==> config.mk <==
export PLATFORM = sky130hd
export DESIGN_NAME = mopc_ctrl
export DESIGN_NICKNAME = d
export VERILOG_FILES = /design/src/rtl/core/mopc_pkg.sv /design/src/rtl/core/mopc_ctrl.sv
export SDC_FILE = /design/constraint.sdc
export NUM_CORES = 1
export LEC_CHECK = 0
export BUFFER_PORTS_ARGS = -buffer_cell sky130_fd_sc_hd__buf_2
export CELL_PAD_IN_SITES_DETAIL_PLACEMENT = 1
export CELL_PAD_IN_SITES_GLOBAL_PLACEMENT = 2
export CORE_ASPECT_RATIO = 1.75
export CORE_UTILIZATION = 27
export DETAILED_ROUTE_END_ITERATION = 12
export GPL_TIMING_DRIVEN = 0
export PLACE_DENSITY_LB_ADDON = 0.1
export SLEW_MARGIN = 20
export SYNTH_ARGS = -nofsm -noshare
export SYNTH_HDL_FRONTEND = slang
export SYNTH_SLANG_ARGS = --single-unit
==> constraint.sdc <==
create_clock -name clk -period 1.8 [get_ports clk]
set_clock_uncertainty 0.1 [all_clocks]
set_input_delay 0.18 -clock clk [delete_from_list [all_inputs] [get_ports clk]]
set_output_delay 0.18 -clock clk [all_outputs]
set_load 0.02 [all_outputs]
==> src/rtl/core/mopc_pkg.sv <==
// Package for the memory-operation profile counters: sizes, codes, types, classifiers.
`timescale 1ns / 1ps
package mopc_pkg;

  localparam int CALLER_SLOTS    = 8;
  localparam int TARGET_COUNT    = 2;
  localparam int OPERATION_COUNT = 3;

  localparam int SUMMARY_WORDS = 39;
  localparam int SLOT_WORDS    = 6;
  localparam int PROFILE_WORDS = SUMMARY_WORDS + SLOT_WORDS * CALLER_SLOTS;
  localparam int BUFFER_WORDS  = TARGET_COUNT * OPERATION_COUNT * PROFILE_WORDS;
  localparam int STORE_WORDS   = 2 * BUFFER_WORDS;

  localparam int ADDR_W = $clog2(STORE_WORDS);
  localparam int SLOT_W = (CALLER_SLOTS > 1) ? $clog2(CALLER_SLOTS) : 1;
  localparam int IDX_W  = (SLOT_W > 4) ? SLOT_W : 4;

  // item commands
  localparam logic [1:0] CMD_RECORD = 2'd0;
  localparam logic [1:0] CMD_SWAP   = 2'd1;
  localparam logic [1:0] CMD_READ   = 2'd2;
  localparam logic [1:0] CMD_CLEAR  = 2'd3;

  // result status
  localparam logic [1:0] ST_SLOT     = 2'd0;
  localparam logic [1:0] ST_OVERFLOW = 2'd1;
  localparam logic [1:0] ST_IGNORED  = 2'd2;
  localparam logic [1:0] ST_DONE     = 2'd3;

  localparam logic [1:0] OP_COPY    = 2'd0;
  localparam logic [1:0] OP_MOVE    = 2'd1;
  localparam logic [1:0] OP_SET     = 2'd2;
  localparam logic [1:0] OP_INVALID = 2'd3;

  // counter fields visited by the sequencer; summary fields first, in step order
  localparam logic [4:0] F_CALLS   = 5'd0;
  localparam logic [4:0] F_BYTES   = 5'd1;
  localparam logic [4:0] F_SAMPLES = 5'd2;
  localparam logic [4:0] F_CYCLES  = 5'd3;
  localparam logic [4:0] F_MAXCYC  = 5'd4;
  localparam logic [4:0] F_MINLEN  = 5'd5;
  localparam logic [4:0] F_MAXLEN  = 5'd6;
  localparam logic [4:0] F_ALC     = 5'd7;
  localparam logic [4:0] F_ALB     = 5'd8;
  localparam logic [4:0] F_DST     = 5'd9;
  localparam logic [4:0] F_SRC     = 5'd10;
  localparam logic [4:0] F_BINC    = 5'd11;
  localparam logic [4:0] F_BINB    = 5'd12;
  localparam logic [4:0] F_OVFC    = 5'd13;
  localparam logic [4:0] F_OVFB    = 5'd14;
  localparam logic [4:0] F_SCALLER = 5'd15;
  localparam logic [4:0] F_SCALLS  = 5'd16;
  localparam logic [4:0] F_SBYTES  = 5'd17;
  localparam logic [4:0] F_SCYC    = 5'd18;
  localparam logic [4:0] F_SMIN    = 5'd19;
  localparam logic [4:0] F_SMAX    = 5'd20;
  localparam logic [4:0] F_PROBE   = 5'd21;
  localparam logic [4:0] F_READ    = 5'd22;

  localparam int W_ALIGN_CALLS = 7;
  localparam int W_ALIGN_BYTES = 11;
  localparam int W_SRC_REGION  = 15;
  localparam int W_DST_REGION  = 20;
  localparam int W_BIN_CALLS   = 25;
  localparam int W_BIN_BYTES   = 31;
  localparam int W_OVF_CALLS   = 37;

  typedef struct packed {
    logic              load;
    logic              wr;
    logic              clr;
    logic              clr_all;
    logic              finish;
    logic [4:0]        field;
    logic [SLOT_W-1:0] slot;
    logic [ADDR_W-1:0] clr_cnt;
  } cmd_t;

  typedef struct packed {
    logic ignore;
    logic sel_valid;
    logic out_free;
  } stat_t;

  function automatic logic [2:0] region_of(input logic [31:0] a);
    if (a >= 32'h0001_0000 && a < 32'h0003_0000) return 3'd0;
    if (a >= 32'h2000_0000 && a < 32'h2020_0A00) return 3'd1;
    if (a >= 32'h7000_0000 && a < 32'h7200_0000) return 3'd2;
    if (a >= 32'h9800_0000 && a < 32'hA000_0000) return 3'd3;
    return 3'd4;
  endfunction

  function automatic logic [1:0] align_of(input logic [31:0] d, input logic [31:0] s,
                                          input logic [1:0] op);
    if (op == OP_SET) begin
      if (d[3:0] == 4'd0) return 2'd0;
      if (d[1:0] == 2'd0) return 2'd1;
      return 2'd2;
    end
    if ((d[3:0] | s[3:0]) == 4'd0) return 2'd0;
    if ((d[1:0] | s[1:0]) == 2'd0) return 2'd1;
    if ((d[1:0] ^ s[1:0]) == 2'd0) return 2'd2;
    return 2'd3;
  endfunction

  function automatic logic [2:0] bin_of(input logic [31:0] n);
    if (n <= 32'd64) return 3'd0;
    if (n <= 32'd256) return 3'd1;
    if (n <= 32'd1024) return 3'd2;
    if (n <= 32'd4096) return 3'd3;
    if (n <= 32'd16384) return 3'd4;
    return 3'd5;
  endfunction

endpackage

==> src/rtl/core/mopc_ctrl.sv <==
// Sequencer for the profile counters: item intake, word walk, clear sweep, result hand-off.
`timescale 1ns / 1ps
module mopc_ctrl (
  input  logic             clk,
  input  logic             rst,
  input  logic             item_valid,
  output logic             item_stall,
  input  logic [1:0]       cmd,
  input  mopc_pkg::stat_t  stat,
  output mopc_pkg::cmd_t   ctl
);
  import mopc_pkg::*;

  localparam logic [2:0] S_IDLE = 3'd0;
  localparam logic [2:0] S_CHK  = 3'd1;
  localparam logic [2:0] S_RD   = 3'd2;
  localparam logic [2:0] S_WR   = 3'd3;
  localparam logic [2:0] S_CLR  = 3'd4;
  localparam logic [2:0] S_DONE = 3'd5;

  localparam logic [1:0] P_SUM   = 2'd0;
  localparam logic [1:0] P_PROBE = 2'd1;
  localparam logic [1:0] P_TAIL  = 2'd2;
  localparam logic [1:0] P_READ  = 2'd3;

  localparam logic [ADDR_W-1:0] LAST_ALL = ADDR_W'(STORE_WORDS - 1);
  localparam logic [ADDR_W-1:0] LAST_BUF = ADDR_W'(BUFFER_WORDS - 1);

  logic [2:0]        state, state_next;
  logic [1:0]        phase, phase_next;
  logic [IDX_W-1:0]  idx, idx_next;
  logic [ADDR_W-1:0] cnt, cnt_next;
  logic              all, all_next;
  logic              accept;
  logic              tail_last;
  logic [ADDR_W-1:0] clr_last;

  assign item_stall = (state != S_IDLE);
  assign accept     = item_valid && !item_stall;
  assign tail_last  = stat.sel_valid ? (idx == IDX_W'(SLOT_WORDS - 1)) : (idx == IDX_W'(1));
  assign clr_last   = all ? LAST_ALL : LAST_BUF;

  always_comb begin
    state_next = state;
    phase_next = phase;
    idx_next   = idx;
    cnt_next   = cnt;
    all_next   = all;
    unique case (state)
      S_IDLE: begin
        if (accept) begin
          unique case (cmd)
            CMD_RECORD: state_next = S_CHK;
            CMD_SWAP:   state_next = S_DONE;
            CMD_READ: begin
              phase_next = P_READ;
              state_next = S_RD;
            end
            CMD_CLEAR: begin
              all_next   = 1'b0;
              cnt_next   = '0;
              state_next = S_CLR;
            end
            default: state_next = S_IDLE;
          endcase
        end
      end
      S_CHK: begin
        phase_next = P_SUM;
        idx_next   = '0;
        state_next = stat.ignore ? S_DONE : S_RD;
      end
      S_RD: state_next = S_WR;
      S_WR: begin
        state_next = S_RD;
        idx_next   = idx + IDX_W'(1);
        unique case (phase)
          P_SUM: if (idx == IDX_W'(F_BINB)) begin
            phase_next = P_PROBE;
            idx_next   = '0;
          end
          P_PROBE: if (idx == IDX_W'(CALLER_SLOTS - 1)) begin
            phase_next = P_TAIL;
            idx_next   = '0;
          end
          P_TAIL: if (tail_last) state_next = S_DONE;
          P_READ: state_next = S_DONE;
          default: state_next = S_DONE;
        endcase
      end
      S_CLR: begin
        cnt_next = cnt + ADDR_W'(1);
        if (cnt == clr_last) state_next = all ? S_IDLE : S_DONE;
      end
      S_DONE: if (stat.out_free) state_next = S_IDLE;
      default: state_next = S_IDLE;
    endcase
  end

  always_ff @(posedge clk) begin
    if (rst) begin
      state <= S_CLR;
      phase <= P_SUM;
      idx   <= '0;
      cnt   <= '0;
      all   <= 1'b1;
    end else begin
      state <= state_next;
      phase <= phase_next;
      idx   <= idx_next;
      cnt   <= cnt_next;
      all   <= all_next;
    end
  end

  always_comb begin
    ctl         = '0;
    ctl.load    = accept;
    ctl.wr      = (state == S_WR);
    ctl.clr     = (state == S_CLR);
    ctl.clr_all = all;
    ctl.finish  = (state == S_DONE) && stat.out_free;
    ctl.slot    = idx[SLOT_W-1:0];
    ctl.clr_cnt = cnt;
    case (phase)
      P_SUM:   ctl.field = 5'(idx);
      P_PROBE: ctl.field = F_PROBE;
      P_TAIL:  ctl.field = stat.sel_valid ? (F_SCALLER + 5'(idx)) : (F_OVFC + 5'(idx));
      default: ctl.field = F_READ;
    endcase
  end

  a_wr_after_rd: assert property (@(posedge clk) disable iff (rst)
    state == S_WR |-> $past(state) == S_RD)
    else $error("write step without read step");

  a_done_leaves: assert property (@(posedge clk) disable iff (rst)
    (state == S_DONE && stat.out_free) |=> state == S_IDLE)
    else $error("result not handed off");

  a_clr_bound: assert property (@(posedge clk) disable iff (rst)
    state == S_CLR |-> cnt <= clr_last)
    else $error("clear sweep ran past its end");

endmodule

==> summary.txt <==
Layout
  • Finished layout cell area: 1858 µm²
  • Share of cells above drive strength 1: 34.68%
  • Final Net Count: 237
  • FF/Latch Area: 430.4 µm²
  • Area Overhead vs Synth: 28.46%
  • FILL cells: 634
  • Fin cells: 276
  • N_diodes: 0
  • Multi-input logic area: between 900 and 1000 µm²

Flow run
  • Max-Cap Viols: 0

Detailed routing
  • Total Routed Length: 4584 µm
  • ANT nets after route: 0
  • DRT Pass-1 Iters: 9
  • Vias per cell: about 5.4
  • Routed len/inst: 16.61 µm
  • Residual DRC: 2
  • Drt initial violations: 26
  • Via Count: 1496

Place
  • DP HPWL: 3610 µm
  • Global placer's final weighted congestion: 0.7777
  • Area post-placement: 1677 µm²
  • Cells after DPL: between 200 and 300
  • PortBufs: 32

Setup path
  • Startpoint Class: register
  • Crit path max fanout: 6
  • CP endpoint kind: output pin
  • Kind of critical path: reg -> out
  • Arrival @ worst endpoint: 1.53 ns
  • Required @ worst endpoint: 1.52 ns

Synthesis
  • Netlist Area Pre-Place: between 1000 and 1500 µm²
  • Cells after Synth: 184
  • Mean area per synthesized cell: 7.861 µm²
  • Count leader, synth: dfxtp_1
  • Seq cells post-synth: 21
  • Seq/Total Area, Yosys: 29.07%
  • Async set or reset register ratio after synthesis: 0%
  • Synth area leaders: dfxtp_1, nor2_1, ha_1
  • Yosys top cell area share: 29.07%
  • Area leader, netlist: dfxtp_1
  • Top FF cell, synth: dfxtp_1
  • Post-synth EDFFs: 0
  • Synthesized net count: 198
  • Synth Warn #: 0
  • Top cells by count, synth: dfxtp_1, nor2_1, a21oi_1, nand2_1, nand4_1
  • Yosys cell types: 53

Die
  • Die Wd: roughly 57 µm
  • Height of the die: 98.82 µm
  • Die footprint: between 5000 and 6000 µm²
  • Starting Density: around 29%
  • Core ar.: 5062 µm²
  • Row count: 34
  • Ports: 33

GRT
  • Antenna violations before repair: 0
  • Vias in the first global route: 1613
  • Largest net degree at the start of global routing: 13
  • Total Routing Usage GR: 17.49%
  • GRT overflow: 0
  • First-pass GRT wire length: 7748 µm

Timing
  • Final Critical Period: 1.813 ns
  • Fin. Hold Viols: 0
  • Final slew viol count: 0
  • RSZ-0062 raised after global routing: yes
  • Final Worst Setup Slack: -0.01318 ns
  • Setup Viol. Count Final: 1
  • Peak Freq: 551.5 MHz
  • Least-Margin Pin Slew: 0.5073 ns
  • Max_slew headroom: between 60% and 70%
  • Final Cycle Share: 100.7%

Power
  • NetSw: 0.2153 mW
  • P per Cell Area: between 400 and 500 nW/µm²
  • Comb power frac: 7.7%
  • Sw Share: 24.95%
  • Clock power share: a little under two fifths
  • Sequential share of power: 55.3%
  • Worst VDD drop: 0.0003722 V
  • Leak Pwr: 0.7291 nW
  • P_int: 0.6478 mW

Clocking
  • CTS buffer count: 3
  • Clock H-tree levels: 1
  • Clock buffer depth: 2
  • Clock Latency Late Sink: 0.26 ns
  • Clk root buf: clkbuf_8
  • CTS tree: built
  • CTS sink cnt: 21
  • CTS clk-pin slew, worst paths: about 0.080 ns

Min path
  • Worst Hold Class: in -> reg

Run status
  • Status: finished, violations left
  • Failing checks: DRC, setup timing
[power by group through the flow]
stage	logic [mW]	clock network [mW]	registers (mW)
3_3_place_gp	0.0628	0	0.490
5_1_grt	0.0741	0.366	0.479
4_1_cts	0.0674	0.330	0.477
2_1_floorplan	0.0273	0	0.495
3_5_place_dp	0.0646	0	0.491
6_report	0.0667	0.319	0.477
[through the flow]
step	setup slack (ns)	setup TNS (ns)	hold WS, ns	power (mW)	util [%]
finish	-0.01318	-0.01318	0.2088	0.8631	36.70
global route	-0.09786	-0.2791	0.2152	0.9190	36.70
CTS	-0.08383	-0.1260	0.2137	0.8745	35.76
detailed placement	-0.1810	-0.5241	0.4355	0.5554	33.12
global placement	-0.1651	-0.4810	0.4097	0.5528	33.12
floorplan	0.01219	0	0.2773	0.5221	-
[worst paths after layout]
kind              startpoint       end  slack (ns)  cells past startpoint
hold / removal        cmd[1]       all        0.21                      3
setup / recovery      idx[1]   ctl[17]       -0.01                      5
setup reg to reg      idx[1]  phase[1]        0.01                      6
hold reg to reg      cnt[10]   cnt[10]        0.44                      2
[cells by family after synthesis]
group                      synth area share (%)
adders and majority gates                 5.709
DFF                                       29.07
AOI/OAI and AO/OA                         17.65
buffers and inverters                     8.996
and+or+nand+nor                           31.92
xor gates and xnor gates                  6.661
[flip-flops by register name, indices dropped and copies added (netlist names)]
signal,count
cnt,11
state,3
all,1
idx,4
phase,2
[layout make-up]
class                      count  area share [%]
clock buffer                   3           2.222
tap                           54           3.636
clock inverter                 1          0.2694
buffer                        16           5.589
inverter                       8           1.616
timing repair buffer          35           10.17
multi-input combinational    138           53.33
sequential                    21           23.17
[cells in the final DEF (no fill, tap or decap), types with 6 or more instances in the layout]
cell,n
nor2_1,17
nand4_1,10
dfxtp_1,17
xor2_1,6
nand2b_1,7
buf_4,10
a21oi_1,12
nand2_1,12
inv_1,6
buf_2,36
[critical path, stage by stage (launching register included)]
cell	delay, ns
dfxtp_4	0.38
ha_4	0.25
a2111oi_4	0.29
xnor2_1	0.17
nor2_2	0.05
buf_6	0.13
[timing repair]
item	in CTS	in global routing
hold buffers	0	0
pin swaps	2	4
gates resized for setup	18	16
buffers inserted	3	0
setup endpoints to repair	15	9
[per-layer routing]
metal,track usage [%],vias up,part of all wire [%]
met5,0,-,0
met4,7.505,0,1.5
met3,1.837,6,1.9
met2,35.93,24,60
met1,16.46,737,37
li1,-,729,-
(Power assumes the default switching activity.)
